### src/design/lcar_pkg.sv
// Shared constants, codes and handshake types for the load cell reader.
package lcar_pkg;

	localparam int RING_DEPTH  = 16;
	localparam int SAMPLE_BITS = 24;

	localparam int TIMEOUT_W  = 24;
	localparam int TARE_CNT_W = 4;
	localparam int CMD_W      = 2;
	localparam int NET_W      = SAMPLE_BITS + 1;
	localparam int HEAD_W     = $clog2(RING_DEPTH);
	localparam int FILL_W     = $clog2(RING_DEPTH + 1);
	localparam int BIDX_W     = $clog2(SAMPLE_BITS + 1);
	localparam int SUM_W      = SAMPLE_BITS + $clog2(RING_DEPTH);
	localparam int TARE_W     = SAMPLE_BITS + TARE_CNT_W;
	localparam int DIV_W      = (SUM_W > TARE_W) ? SUM_W : TARE_W;
	localparam int DVS_W      = (FILL_W > TARE_CNT_W) ? FILL_W : TARE_CNT_W;

	localparam logic [TIMEOUT_W-1:0]  TIMEOUT_RST  = TIMEOUT_W'(200000);
	localparam logic [TARE_CNT_W-1:0] ATTEMPTS_RST = TARE_CNT_W'(8);

	// command codes carried with each tick
	localparam logic [CMD_W-1:0] CMD_PLAIN = 2'd0;
	localparam logic [CMD_W-1:0] CMD_TARE  = 2'd1;
	localparam logic [CMD_W-1:0] CMD_CLEAR = 2'd2;

	// APB register map
	localparam int PADDR_W = 3;
	localparam int PDATA_W = 32;
	localparam logic [PADDR_W-3:0] REG_TIMEOUT  = 1'b0;
	localparam logic [PADDR_W-3:0] REG_ATTEMPTS = 1'b1;

	// controller to datapath
	typedef struct packed {
		logic latch;     // capture the accepted item
		logic step;      // advance the wire protocol by one tick
		logic div_start; // load the divider
		logic div_tare;  // divider operands: tare accumulator, else ring sum
		logic mean_wr;   // store quotient as filtered mean
		logic tare_wr;   // store quotient as tare reference
		logic out_load;  // load the result register
	} ctrl_cmd_t;

	// datapath to controller
	typedef struct packed {
		logic need_mean;
		logic need_tare;
		logic div_done;
	} ctrl_sts_t;

endpackage

### src/design/lcar_div.sv
// Signed by unsigned restoring divider, one quotient bit per cycle.
module lcar_div (
	input  logic                                   clk,
	input  logic                                   arst_n,
	input  logic                                   start,
	input  logic signed [lcar_pkg::DIV_W-1:0]      dividend,
	input  logic        [lcar_pkg::DVS_W-1:0]      divisor,
	output logic                                   done,
	output logic signed [lcar_pkg::SAMPLE_BITS-1:0] quotient
);
	import lcar_pkg::*;

	localparam int CNT_W = $clog2(DIV_W + 1);

	logic [DIV_W-1:0] mag_q;
	logic [DVS_W-1:0] rem_q;
	logic [DVS_W-1:0] dvs_q;
	logic             neg_q;
	logic [CNT_W-1:0] cnt_q;
	logic             run_q;
	logic             done_q;

	logic [DIV_W-1:0] mag_in;
	logic [DVS_W:0]   trial;
	logic [DVS_W:0]   diff;
	logic             ge;
	logic [DIV_W-1:0] signed_q;

	assign mag_in = dividend[DIV_W-1] ? DIV_W'(-dividend) : DIV_W'(dividend);
	assign trial  = {rem_q, mag_q[DIV_W-1]};
	assign diff   = trial - {1'b0, dvs_q};
	assign ge     = (trial >= {1'b0, dvs_q});

	always_ff @(posedge clk or negedge arst_n) begin
		if (!arst_n) begin
			run_q  <= 1'b0;
			done_q <= 1'b0;
			cnt_q  <= '0;
		end else if (start) begin
			run_q  <= 1'b1;
			done_q <= 1'b0;
			cnt_q  <= CNT_W'(DIV_W);
		end else if (run_q) begin
			cnt_q <= cnt_q - 1'b1;
			if (cnt_q == CNT_W'(1)) begin
				run_q  <= 1'b0;
				done_q <= 1'b1;
			end
		end
	end

	always_ff @(posedge clk) begin
		if (start) begin
			mag_q <= mag_in;
			rem_q <= '0;
			dvs_q <= divisor;
			neg_q <= dividend[DIV_W-1];
		end else if (run_q) begin
			mag_q <= {mag_q[DIV_W-2:0], ge};
			rem_q <= ge ? diff[DVS_W-1:0] : trial[DVS_W-1:0];
		end
	end

	// truncation toward zero: divide magnitudes, restore sign
	assign signed_q = neg_q ? (~mag_q + 1'b1) : mag_q;
	assign quotient = signed_q[SAMPLE_BITS-1:0];
	assign done     = done_q;

endmodule

### src/design/lcar_datapath.sv
// Wire protocol, sample ring, tare accounting and result register.
module lcar_datapath (
	input  logic                                       clk,
	input  logic                                       arst_n,
	input  logic        [lcar_pkg::CMD_W-1:0]          in_cmd,
	input  logic                                       in_data_pin,
	input  logic        [lcar_pkg::TIMEOUT_W-1:0]      timeout,
	input  logic        [lcar_pkg::TARE_CNT_W-1:0]     attempts,
	input  lcar_pkg::ctrl_cmd_t                        ctl,
	output lcar_pkg::ctrl_sts_t                        sts,
	output logic                                       clock_pin,
	output logic                                       sample_done,
	output logic                                       timed_out,
	output logic signed [lcar_pkg::SAMPLE_BITS-1:0]    raw_value,
	output logic signed [lcar_pkg::SAMPLE_BITS-1:0]    filtered_value,
	output logic signed [lcar_pkg::NET_W-1:0]          net_value,
	output logic                                       tare_valid,
	output logic                                       tare_failed
);
	import lcar_pkg::*;

	localparam logic [2:0] PH_WAIT      = 3'd0;
	localparam logic [2:0] PH_BIT_HIGH  = 3'd1;
	localparam logic [2:0] PH_BIT_LOW   = 3'd2;
	localparam logic [2:0] PH_TAIL_HIGH = 3'd3;
	localparam logic [2:0] PH_TAIL_LOW  = 3'd4;

	localparam logic [BIDX_W-1:0] BIT_LAST  = BIDX_W'(SAMPLE_BITS - 1);
	localparam logic [HEAD_W-1:0] HEAD_LAST = HEAD_W'(RING_DEPTH - 1);
	localparam logic [FILL_W-1:0] FILL_FULL = FILL_W'(RING_DEPTH);

	// captured item
	logic [CMD_W-1:0] cmd_q;
	logic             din_q;

	// protocol state
	logic [2:0]             phase_q, phase_n;
	logic [BIDX_W-1:0]      bidx_q, bidx_n;
	logic [SAMPLE_BITS-1:0] shift_q, shift_n;
	logic [TIMEOUT_W-1:0]   wait_q, wait_n;

	// filter state
	logic signed [SAMPLE_BITS-1:0] ring_mem [RING_DEPTH];
	logic signed [SAMPLE_BITS-1:0] rd_q;
	logic [HEAD_W-1:0]             head_q;
	logic [FILL_W-1:0]             fill_q;
	logic signed [SUM_W-1:0]       sum_q;
	logic signed [SAMPLE_BITS-1:0] raw_q, mean_q;

	// tare state
	logic signed [SAMPLE_BITS-1:0] ref_q, ref_n;
	logic                          held_q, held_n;
	logic                          busy_q, busy_n;
	logic [TARE_CNT_W-1:0]         tries_q, tries_n;
	logic [TARE_CNT_W-1:0]         good_q, good_n;
	logic signed [TARE_W-1:0]      acc_q, acc_n;

	// per-tick flags
	logic clk_q, clk_n;
	logic done_q, done_n;
	logic tmo_q, tmo_n;
	logic fail_q, fail_n;
	logic need_tare_q, need_tare_n;

	logic                          attempt_end;
	logic [TARE_CNT_W-1:0]         need;
	logic signed [SAMPLE_BITS-1:0] sample;
	logic signed [SAMPLE_BITS-1:0] old_entry;

	logic signed [DIV_W-1:0]       div_dividend;
	logic        [DVS_W-1:0]       div_divisor;
	logic                          div_done;
	logic signed [SAMPLE_BITS-1:0] div_quot;

	assign sample    = shift_q;
	assign old_entry = (fill_q == FILL_FULL) ? rd_q : '0;
	assign need      = (attempts == '0) ? TARE_CNT_W'(1) : attempts;

	always_comb begin
		phase_n     = phase_q;
		bidx_n      = bidx_q;
		shift_n     = shift_q;
		wait_n      = wait_q;
		ref_n       = ref_q;
		held_n      = held_q;
		busy_n      = busy_q;
		tries_n     = tries_q;
		good_n      = good_q;
		acc_n       = acc_q;
		clk_n       = 1'b0;
		done_n      = 1'b0;
		tmo_n       = 1'b0;
		fail_n      = 1'b0;
		need_tare_n = 1'b0;
		attempt_end = 1'b0;

		// command acts first
		unique case (cmd_q)
			CMD_TARE: begin
				if (!busy_q) begin
					busy_n  = 1'b1;
					tries_n = '0;
					good_n  = '0;
					acc_n   = '0;
				end
			end
			CMD_CLEAR: begin
				held_n  = 1'b0;
				ref_n   = '0;
				busy_n  = 1'b0;
				tries_n = '0;
				good_n  = '0;
				acc_n   = '0;
			end
			default: begin
			end
		endcase

		unique case (phase_q)
			PH_WAIT: begin
				if (!din_q) begin
					wait_n  = '0;
					bidx_n  = '0;
					shift_n = '0;
					phase_n = PH_BIT_HIGH;
				end else if (wait_q >= timeout) begin
					wait_n      = '0;
					tmo_n       = 1'b1;
					attempt_end = 1'b1;
				end else begin
					wait_n = wait_q + 1'b1;
				end
			end
			PH_BIT_HIGH: begin
				clk_n   = 1'b1;
				phase_n = PH_BIT_LOW;
			end
			PH_BIT_LOW: begin
				shift_n = {shift_q[SAMPLE_BITS-2:0], din_q};
				bidx_n  = bidx_q + 1'b1;
				phase_n = (bidx_q == BIT_LAST) ? PH_TAIL_HIGH : PH_BIT_HIGH;
			end
			PH_TAIL_HIGH: begin
				clk_n   = 1'b1;
				phase_n = PH_TAIL_LOW;
			end
			default: begin
				done_n      = 1'b1;
				attempt_end = 1'b1;
				bidx_n      = '0;
				wait_n      = '0;
				phase_n     = PH_WAIT;
			end
		endcase

		// tare accounting at the end of a read attempt
		if (attempt_end && busy_n) begin
			if (done_n) begin
				acc_n  = acc_n + TARE_W'(sample);
				good_n = good_n + 1'b1;
			end
			tries_n = tries_n + 1'b1;
			if (tries_n >= need) begin
				busy_n = 1'b0;
				if (good_n == '0) begin
					fail_n = 1'b1;
				end else begin
					need_tare_n = 1'b1;
				end
			end
		end
	end

	always_ff @(posedge clk or negedge arst_n) begin
		if (!arst_n) begin
			phase_q     <= PH_WAIT;
			bidx_q      <= '0;
			shift_q     <= '0;
			wait_q      <= '0;
			head_q      <= '0;
			fill_q      <= '0;
			sum_q       <= '0;
			raw_q       <= '0;
			mean_q      <= '0;
			ref_q       <= '0;
			held_q      <= 1'b0;
			busy_q      <= 1'b0;
			tries_q     <= '0;
			good_q      <= '0;
			acc_q       <= '0;
			clk_q       <= 1'b0;
			done_q      <= 1'b0;
			tmo_q       <= 1'b0;
			fail_q      <= 1'b0;
			need_tare_q <= 1'b0;
		end else begin
			if (ctl.step) begin
				phase_q     <= phase_n;
				bidx_q      <= bidx_n;
				shift_q     <= shift_n;
				wait_q      <= wait_n;
				ref_q       <= ref_n;
				held_q      <= held_n;
				busy_q      <= busy_n;
				tries_q     <= tries_n;
				good_q      <= good_n;
				acc_q       <= acc_n;
				clk_q       <= clk_n;
				done_q      <= done_n;
				tmo_q       <= tmo_n;
				fail_q      <= fail_n;
				need_tare_q <= need_tare_n;
				if (done_n) begin
					raw_q  <= sample;
					sum_q  <= sum_q - SUM_W'(old_entry) + SUM_W'(sample);
					head_q <= (head_q == HEAD_LAST) ? '0 : head_q + 1'b1;
					if (fill_q != FILL_FULL) begin
						fill_q <= fill_q + 1'b1;
					end
				end
			end
			if (ctl.mean_wr) begin
				mean_q <= div_quot;
			end
			if (ctl.tare_wr) begin
				ref_q  <= div_quot;
				held_q <= 1'b1;
			end
		end
	end

	// ring storage: one write port, registered read at the head
	always_ff @(posedge clk) begin
		if (ctl.step && done_n) begin
			ring_mem[head_q] <= sample;
		end
		rd_q <= ring_mem[head_q];
	end

	always_ff @(posedge clk) begin
		if (ctl.latch) begin
			cmd_q <= in_cmd;
			din_q <= in_data_pin;
		end
	end

	assign div_dividend = ctl.div_tare ? DIV_W'(acc_q) : DIV_W'(sum_q);
	assign div_divisor  = ctl.div_tare ? DVS_W'(good_q) : DVS_W'(fill_q);

	lcar_div u_div (
		.clk      (clk),
		.arst_n   (arst_n),
		.start    (ctl.div_start),
		.dividend (div_dividend),
		.divisor  (div_divisor),
		.done     (div_done),
		.quotient (div_quot)
	);

	assign sts.need_mean = done_q;
	assign sts.need_tare = need_tare_q;
	assign sts.div_done  = div_done;

	// result register
	always_ff @(posedge clk) begin
		if (ctl.out_load) begin
			clock_pin      <= clk_q;
			sample_done    <= done_q;
			timed_out      <= tmo_q;
			raw_value      <= raw_q;
			filtered_value <= mean_q;
			net_value      <= held_q ? (NET_W'(raw_q) - NET_W'(ref_q)) : NET_W'(raw_q);
			tare_valid     <= held_q;
			tare_failed    <= fail_q;
		end
	end

endmodule

### src/design/lcar_ctrl.sv
// Sequencer: tick step, mean divide, tare divide, result hand-off.
module lcar_ctrl (
	input  logic                clk,
	input  logic                arst_n,
	input  logic                in_valid,
	output logic                in_ready,
	output logic                out_valid,
	input  logic                out_ready,
	input  lcar_pkg::ctrl_sts_t sts,
	output lcar_pkg::ctrl_cmd_t ctl
);
	import lcar_pkg::*;

	localparam logic [2:0] S_IDLE      = 3'd0;
	localparam logic [2:0] S_STEP      = 3'd1;
	localparam logic [2:0] S_MEAN_GO   = 3'd2;
	localparam logic [2:0] S_MEAN_WAIT = 3'd3;
	localparam logic [2:0] S_TARE_GO   = 3'd4;
	localparam logic [2:0] S_TARE_WAIT = 3'd5;
	localparam logic [2:0] S_PUSH      = 3'd6;

	logic [2:0] state_q, state_n;
	logic       ovalid_q;
	logic       room;

	assign room = !ovalid_q || out_ready;

	always_comb begin
		state_n  = state_q;
		ctl      = '0;
		in_ready = 1'b0;
		unique case (state_q)
			S_IDLE: begin
				in_ready = 1'b1;
				if (in_valid) begin
					ctl.latch = 1'b1;
					state_n   = S_STEP;
				end
			end
			S_STEP: begin
				ctl.step = 1'b1;
				state_n  = S_MEAN_GO;
			end
			S_MEAN_GO: begin
				if (sts.need_mean) begin
					ctl.div_start = 1'b1;
					state_n       = S_MEAN_WAIT;
				end else begin
					state_n = S_TARE_GO;
				end
			end
			S_MEAN_WAIT: begin
				if (sts.div_done) begin
					ctl.mean_wr = 1'b1;
					state_n     = S_TARE_GO;
				end
			end
			S_TARE_GO: begin
				ctl.div_tare = 1'b1;
				if (sts.need_tare) begin
					ctl.div_start = 1'b1;
					state_n       = S_TARE_WAIT;
				end else begin
					state_n = S_PUSH;
				end
			end
			S_TARE_WAIT: begin
				if (sts.div_done) begin
					ctl.tare_wr = 1'b1;
					state_n     = S_PUSH;
				end
			end
			S_PUSH: begin
				if (room) begin
					ctl.out_load = 1'b1;
					state_n      = S_IDLE;
				end
			end
			default: begin
				state_n = S_IDLE;
			end
		endcase
	end

	always_ff @(posedge clk or negedge arst_n) begin
		if (!arst_n) begin
			state_q  <= S_IDLE;
			ovalid_q <= 1'b0;
		end else begin
			state_q <= state_n;
			if (ctl.out_load) begin
				ovalid_q <= 1'b1;
			end else if (out_ready) begin
				ovalid_q <= 1'b0;
			end
		end
	end

	assign out_valid = ovalid_q;

endmodule

### src/design/load_cell_adc_reader_filter_core.sv
// Top level of the load cell converter reader with moving average and tare.
//
// Each input item is one bit-clock tick of a two-wire load cell converter: the sampled
// data line level plus a command (plain tick, start tare, clear tare); each tick yields
// exactly one result item. While waiting, clock_pin stays low until the data line is
// seen low or ready_timeout_ticks high ticks have passed (the next high tick reports
// timed_out). A read is a pulse per data bit, one tick high and one tick low each, bits
// taken MSB first on the low tick, then a 25th pulse; on the low tick of that pulse the
// word appears on raw_value as a signed value with sample_done set, is pushed into a
// 16-entry ring that starts empty, and filtered_value becomes the mean of the filled
// entries, truncated toward zero. A tare averages the good samples of the next
// tare_attempts read attempts (zero counts as one); tare_failed marks a tare that
// ended without any good sample, and net_value is raw_value minus the tare reference
// while tare_valid is set. An ordinary tick goes from acceptance to the result register
// through capture, protocol step, two decision states and hand-off; the hand-off waits
// while an earlier result is still untaken. A tick that completes a conversion adds one
// pass through the shared restoring divider, which retires one quotient bit per cycle
// over the 28-bit ring sum. A tick on which a tare ends with at least one good sample
// adds a divider pass over the tare accumulator. One tick is in flight at a time; a new
// item is taken while the previous result still waits in the output register.
// Registers (APB, 32-bit data): 0x0 ready_timeout_ticks [23:0], 0x4 tare_attempts [3:0].
module load_cell_adc_reader_filter_core (
	input  logic                                    clk,
	input  logic                                    arst_n,
	// APB configuration port
	input  logic                                    psel,
	input  logic                                    penable,
	input  logic                                    pwrite,
	input  logic        [lcar_pkg::PADDR_W-1:0]     paddr,
	input  logic        [lcar_pkg::PDATA_W-1:0]     pwdata,
	output logic        [lcar_pkg::PDATA_W-1:0]     prdata,
	output logic                                    pready,
	// tick items in
	input  logic                                    in_valid,
	output logic                                    in_ready,
	input  logic        [lcar_pkg::CMD_W-1:0]       cmd,
	input  logic                                    data_pin,
	// result items out
	output logic                                    out_valid,
	input  logic                                    out_ready,
	output logic                                    clock_pin,
	output logic                                    sample_done,
	output logic                                    timed_out,
	output logic signed [lcar_pkg::SAMPLE_BITS-1:0] raw_value,
	output logic signed [lcar_pkg::SAMPLE_BITS-1:0] filtered_value,
	output logic signed [lcar_pkg::NET_W-1:0]       net_value,
	output logic                                    tare_valid,
	output logic                                    tare_failed
);
	import lcar_pkg::*;

	logic [TIMEOUT_W-1:0]  timeout_q;
	logic [TARE_CNT_W-1:0] attempts_q;
	logic [PADDR_W-3:0]    reg_idx;
	logic                  cfg_wr;

	ctrl_cmd_t ctl;
	ctrl_sts_t sts;

	// register index is the word address; byte lanes are ignored
	assign reg_idx = paddr[PADDR_W-1:2];
	assign cfg_wr  = psel && penable && pwrite;
	assign pready  = 1'b1;

	always_ff @(posedge clk or negedge arst_n) begin
		if (!arst_n) begin
			timeout_q  <= TIMEOUT_RST;
			attempts_q <= ATTEMPTS_RST;
		end else if (cfg_wr) begin
			unique case (reg_idx)
				REG_TIMEOUT:  timeout_q  <= pwdata[TIMEOUT_W-1:0];
				REG_ATTEMPTS: attempts_q <= pwdata[TARE_CNT_W-1:0];
				default: begin
				end
			endcase
		end
	end

	always_comb begin
		unique case (reg_idx)
			REG_TIMEOUT:  prdata = PDATA_W'(timeout_q);
			REG_ATTEMPTS: prdata = PDATA_W'(attempts_q);
			default:      prdata = '0;
		endcase
	end

	// sequencer
	lcar_ctrl u_ctrl (
		.clk       (clk),
		.arst_n    (arst_n),
		.in_valid  (in_valid),
		.in_ready  (in_ready),
		.out_valid (out_valid),
		.out_ready (out_ready),
		.sts       (sts),
		.ctl       (ctl)
	);

	// protocol, ring filter, tare and result register
	lcar_datapath u_dp (
		.clk            (clk),
		.arst_n         (arst_n),
		.in_cmd         (cmd),
		.in_data_pin    (data_pin),
		.timeout        (timeout_q),
		.attempts       (attempts_q),
		.ctl            (ctl),
		.sts            (sts),
		.clock_pin      (clock_pin),
		.sample_done    (sample_done),
		.timed_out      (timed_out),
		.raw_value      (raw_value),
		.filtered_value (filtered_value),
		.net_value      (net_value),
		.tare_valid     (tare_valid),
		.tare_failed    (tare_failed)
	);

endmodule

### config.mk
export PLATFORM = sky130hd
export DESIGN_NAME = load_cell_adc_reader_filter_core
export DESIGN_NICKNAME = d
export VERILOG_FILES = /design/src/design/lcar_pkg.sv /design/src/design/lcar_div.sv /design/src/design/lcar_datapath.sv /design/src/design/lcar_ctrl.sv /design/src/design/load_cell_adc_reader_filter_core.sv
export SDC_FILE = /design/constraint.sdc
export NUM_CORES = 1
export LEC_CHECK = 0
export ABC_AREA = 1
export BUFFER_PORTS_ARGS = -buffer_cell sky130_fd_sc_hd__clkbuf_2
export CAP_MARGIN = 0
export CORE_ASPECT_RATIO = 1.5
export CORE_MARGIN = 5
export CORE_UTILIZATION = 60
export DETAILED_ROUTE_END_ITERATION = 10
export PLACE_DENSITY = 0.78
export SYNTH_ARGS = -nofsm -noshare
export SYNTH_HDL_FRONTEND = slang
export SYNTH_HIERARCHICAL = 1
export SYNTH_SLANG_ARGS = --single-unit
### constraint.sdc
create_clock -name clk -period 5.5 [get_ports clk]
set_input_delay 0.55 -clock clk [delete_from_list [all_inputs] [get_ports clk]]
set_output_delay 0.55 -clock clk [all_outputs]
set_load 0.01 [all_outputs]
==> results.yml <==
global_route:
  grt_use_met2_pct: 50.3
  grt_first_pass_wirelength_um: 157000
  met1_usage_pct: 33.4
  grt-ovfl-total: 0
  maximum_number_of_pins_on_one_net_before_global_route_repair: 138
  gr-max-usage-layer: "met2"
  global_route.usage.total_pct: 28.3
  grt_use_met3_pct: 3.46
  grt_antenna_before_repair: 0
  grt_pass1_vias: 29400
cells_and_area:
  post-route-util_pct: 66.0
  area_grow_syn2layout_pct: 9.60
  num-nets-final: 4578
  final_cells: 5311
  drive_above_1_share_pct: 9.11
  layout.cells.most_common_list: "sky130_fd_sc_hd__nand2_1, sky130_fd_sc_hd__inv_1, sky130_fd_sc_hd__nor2_1"
  antennaDiodeCount: 0
  final_common_cell: "sky130_fd_sc_hd__nand2_1"
  filler_cell_count: 5202
die:
  die_y_um: 324
  design.die.area_sq_um: 70900
  ioPinCount: 158
  floorplan.initialDensity_pct: 60.2
  core_area_sq_um: 65300
  die_w_um: 219
  rows: 115
status:
  outcome: "finished, final reports clean"
detailed_routing:
  vias: 30400
  drcViolationCount: 0
  ant_nets: 0
  drt_pre_antenna_iters: 6
  mean_routed_wirelength_per_cell_um: 19.1
  drt-total-wl_um: 101000
  routed_via_density: 5.73
  drt_iter0_drc: 3100
synth:
  synth_edf_count: 499
  synth.cell_area_sq_um: 39300
  synth.ff_latch_count: 775
  dominantRegCellSynth: "sky130_fd_sc_hd__edfxtp_1"
  synthesis.area_per_instance_sq_um: 9.17
  async_flop_share_pct: 31.9
  synth_sequential_area_ratio_pct: 55.3
  synthesis.yosys.warnings: 6
  yosysUniqueCellTypes: 61
  netlist_instances: 4290
setup_path:
  critPathRequiredTime_ns: 6.00
  capture_instance_of_the_worst_register_to_register_path: "u_dp/acc_q[26]$_DFFE_PN0P_"
  critical_path.startpoint: "u_dp/cmd_q[1]$_DFFE_PP_"
  critical_path_class: "register to register"
  critical_path.max_fanout: 20
  endpoint: "u_dp/acc_q[26]$_DFFE_PN0P_"
  rr_worst_depth: 20
  worst_setup_path_start_kind: "register"
  r2r_slack_ns: 1.64
  end_kind: "register"
  r2r_start: "u_dp/cmd_q[1]$_DFFE_PP_"
  worstPathArrival_ns: 4.36
clock_network:
  tritoncts_num_sinks: 775
  post_cts.repair.setup_buffers: 0
  clkTransAtPathRegs_ns: 0.06
  tritoncts: "yes"
  clkLatencyLatePin_ns: 0.63
  cts_hold_buffers: 1
  cts-root-buf: "sky130_fd_sc_hd__clkbuf_16"
  post_cts_resize_count: 0
  h-tree-depth: 3
  clock_buffer_count_from_cts: 71
  max-clock-path-buffers: 3
timing:
  worst_slew_margin_rel_pct: 21.3
  final_slew_violations: 0
  hold_slack_ns: 0.109
  hold_viol: 0
  fmax_ghz: 0.259
  rsz0062_at_grt: "no"
  finalSetupViolations: 0
  post-route-min-period_ns: 3.86
  timing.final.crit_share_pct: 70.2
  clock_skew_ns: 0.0183
  worstMarginPinSlew_ns: 1.18
  setup_total_negative_slack_ns: 0
placed_design:
  dpl.cell_count: 5178
  portBuffers: 138
  gp_congestion: 1.02
  dpl.hpwl_um: 70500
power_and_ir_drop:
  p_total_mw: 11.5
  comb_power_share_pct: 2.1
  share_seq_of_total_power_pct: 54.2
  power_report.internal_total_mw: 9.11
  power.switching_fraction_pct: 20.6
  power-per-cell-area_nw_per_um2: 266
  p_leak_nw: 18.2
  largest_voltage_drop_on_the_vdd_net_mv: 0.274
  switching_power_mw: 2.37
  power_frac_clock_pct: 43.7
min_path:
  min_delay_path_depth: 1
  hold_class: "input pin to register"
run:
  max_cap_viol_count: 0
## how the worst min path moves through the flow
stage | startpoint | to
after floorplan | arst_n | attempts_q[0]$_DFFE_PN0P_
after CTS | data_pin | u_dp/din_q$_DFFE_PP_
after global placement | u_dp/fail_q$_DFFE_PN0P_ | u_dp/tare_failed$_DFFE_PP_
after global routing | data_pin | u_dp/din_q$_DFFE_PP_
after detailed placement | u_dp/tmo_q$_DFFE_PN0P_ | u_dp/timed_out$_DFFE_PP_
final | data_pin | u_dp/din_q$_DFFE_PP_
## synth_stat cells, types with 7 or more instances
cell type,n,area share [%]
sky130_fd_sc_hd__edfxtp_1,499,38
sky130_fd_sc_hd__buf_6,7,0.20
sky130_fd_sc_hd__clkbuf_1,100,0.95
sky130_fd_sc_hd__nand2_2,15,0.24
sky130_fd_sc_hd__o21ai_0,413,5.3
sky130_fd_sc_hd__o21ai_1,33,0.42
sky130_fd_sc_hd__nor2_2,17,0.27
sky130_fd_sc_hd__nand2_1,812,7.7
sky130_fd_sc_hd__nor3_1,32,0.41
sky130_fd_sc_hd__nand4_1,70,1.1
sky130_fd_sc_hd__nor4_1,8,0.13
sky130_fd_sc_hd__dfrtp_1,240,15
sky130_fd_sc_hd__fa_1,30,1.5
sky130_fd_sc_hd__xnor2_1,25,0.56
sky130_fd_sc_hd__a21oi_1,172,2.2
sky130_fd_sc_hd__buf_2,35,0.45
sky130_fd_sc_hd__inv_1,506,4.8
sky130_fd_sc_hd__inv_2,13,0.12
sky130_fd_sc_hd__o22ai_1,123,2.0
sky130_fd_sc_hd__xor2_1,60,1.3
sky130_fd_sc_hd__dfxtp_1,29,1.5
sky130_fd_sc_hd__nand3_1,251,3.2
sky130_fd_sc_hd__o21bai_1,7,0.13
sky130_fd_sc_hd__nand3b_1,11,0.21
sky130_fd_sc_hd__a22oi_1,10,0.19
sky130_fd_sc_hd__dfstp_2,7,0.47
sky130_fd_sc_hd__buf_1,7,0.067
sky130_fd_sc_hd__ha_1,128,4.1
sky130_fd_sc_hd__buf_4,21,0.40
sky130_fd_sc_hd__nor2_1,527,5.0
## power groups by stage
stage / registers (mW) / clock network, mW / logic [mW]
after global routing: 6.22 / 5.35 / 0.283
after CTS: 6.22 / 5.09 / 0.246
after global placement: 6.34 / 0 / 0.236
after detailed placement: 6.34 / 0 / 0.244
after floorplan: 6.33 / 0 / 0.149
final: 6.22 / 5.02 / 0.240
## metal layers
metal / vias up / wire (um)
met4: 0 / 6420
met5: - / 0
met3: 272 / 6370
li1: 14600 / -
met1: 14400 / 36900
met2: 1192 / 51600
## cell families after synthesis
group                      synth area share (%)
adders and majority gates                  5.60
buffers and inverters                      7.09
xor gates and xnor gates                   1.89
other                                    0.0191
and+or+nand+nor                            19.1
DFF                                        55.3
AOI/OAI and AO/OA                          11.0
## cell type report
type / count / area, sq um / area share, %
flip-flops and latches: 775 / 21800 / 50.5
multi-input cells: 2827 / 14900 / 34.6
inverters: 524 / 1970 / 4.58
clock buffers: 96 / 1970 / 4.57
well taps: 877 / 1100 / 2.54
repair buffers: 176 / 1000 / 2.32
clock inverters: 36 / 394 / 0.914
## per-stage QoR
step / setup slack (ns) / instance area, sq um
after CTS: 1.64 / 43100
after global routing: 1.26 / 43100
final: 1.64 / 43100
after global placement: 1.71 / 40700
after floorplan: 1.02 / 39400
after detailed placement: 1.67 / 40700
## worst max-delay path: stages (launching register included)
cell	delay [ns]
sky130_fd_sc_hd__edfxtp_1	0.39
sky130_fd_sc_hd__ha_1	0.32
sky130_fd_sc_hd__inv_1	0.06
sky130_fd_sc_hd__nand2_2	0.32
sky130_fd_sc_hd__inv_1	0.48
sky130_fd_sc_hd__nor2_1	0.25
sky130_fd_sc_hd__ha_1	0.22
sky130_fd_sc_hd__inv_1	0.06
sky130_fd_sc_hd__fa_1	0.39
sky130_fd_sc_hd__inv_1	0.11
sky130_fd_sc_hd__nand2_1	0.08
sky130_fd_sc_hd__o21ai_2	0.19
sky130_fd_sc_hd__nand2_1	0.07
sky130_fd_sc_hd__nand2_1	0.15
sky130_fd_sc_hd__nand2_1	0.07
sky130_fd_sc_hd__nand2_1	0.15
sky130_fd_sc_hd__nand3b_1	0.15
sky130_fd_sc_hd__nand3_1	0.10
sky130_fd_sc_hd__nand3_1	0.07
sky130_fd_sc_hd__nand2_1	0.09
sky130_fd_sc_hd__nand2_1	0.05
## flip-flops by register name, indices dropped and copies added, names as in the netlist, 25 cells and up
name,count
u_dp/acc_q,28
u_dp/sum_q,28
u_dp/u_div/mag_q,28
u_dp/ring_mem,384
u_dp/net_value,25
No activity file was read; power rests on OpenSTA's default activity.
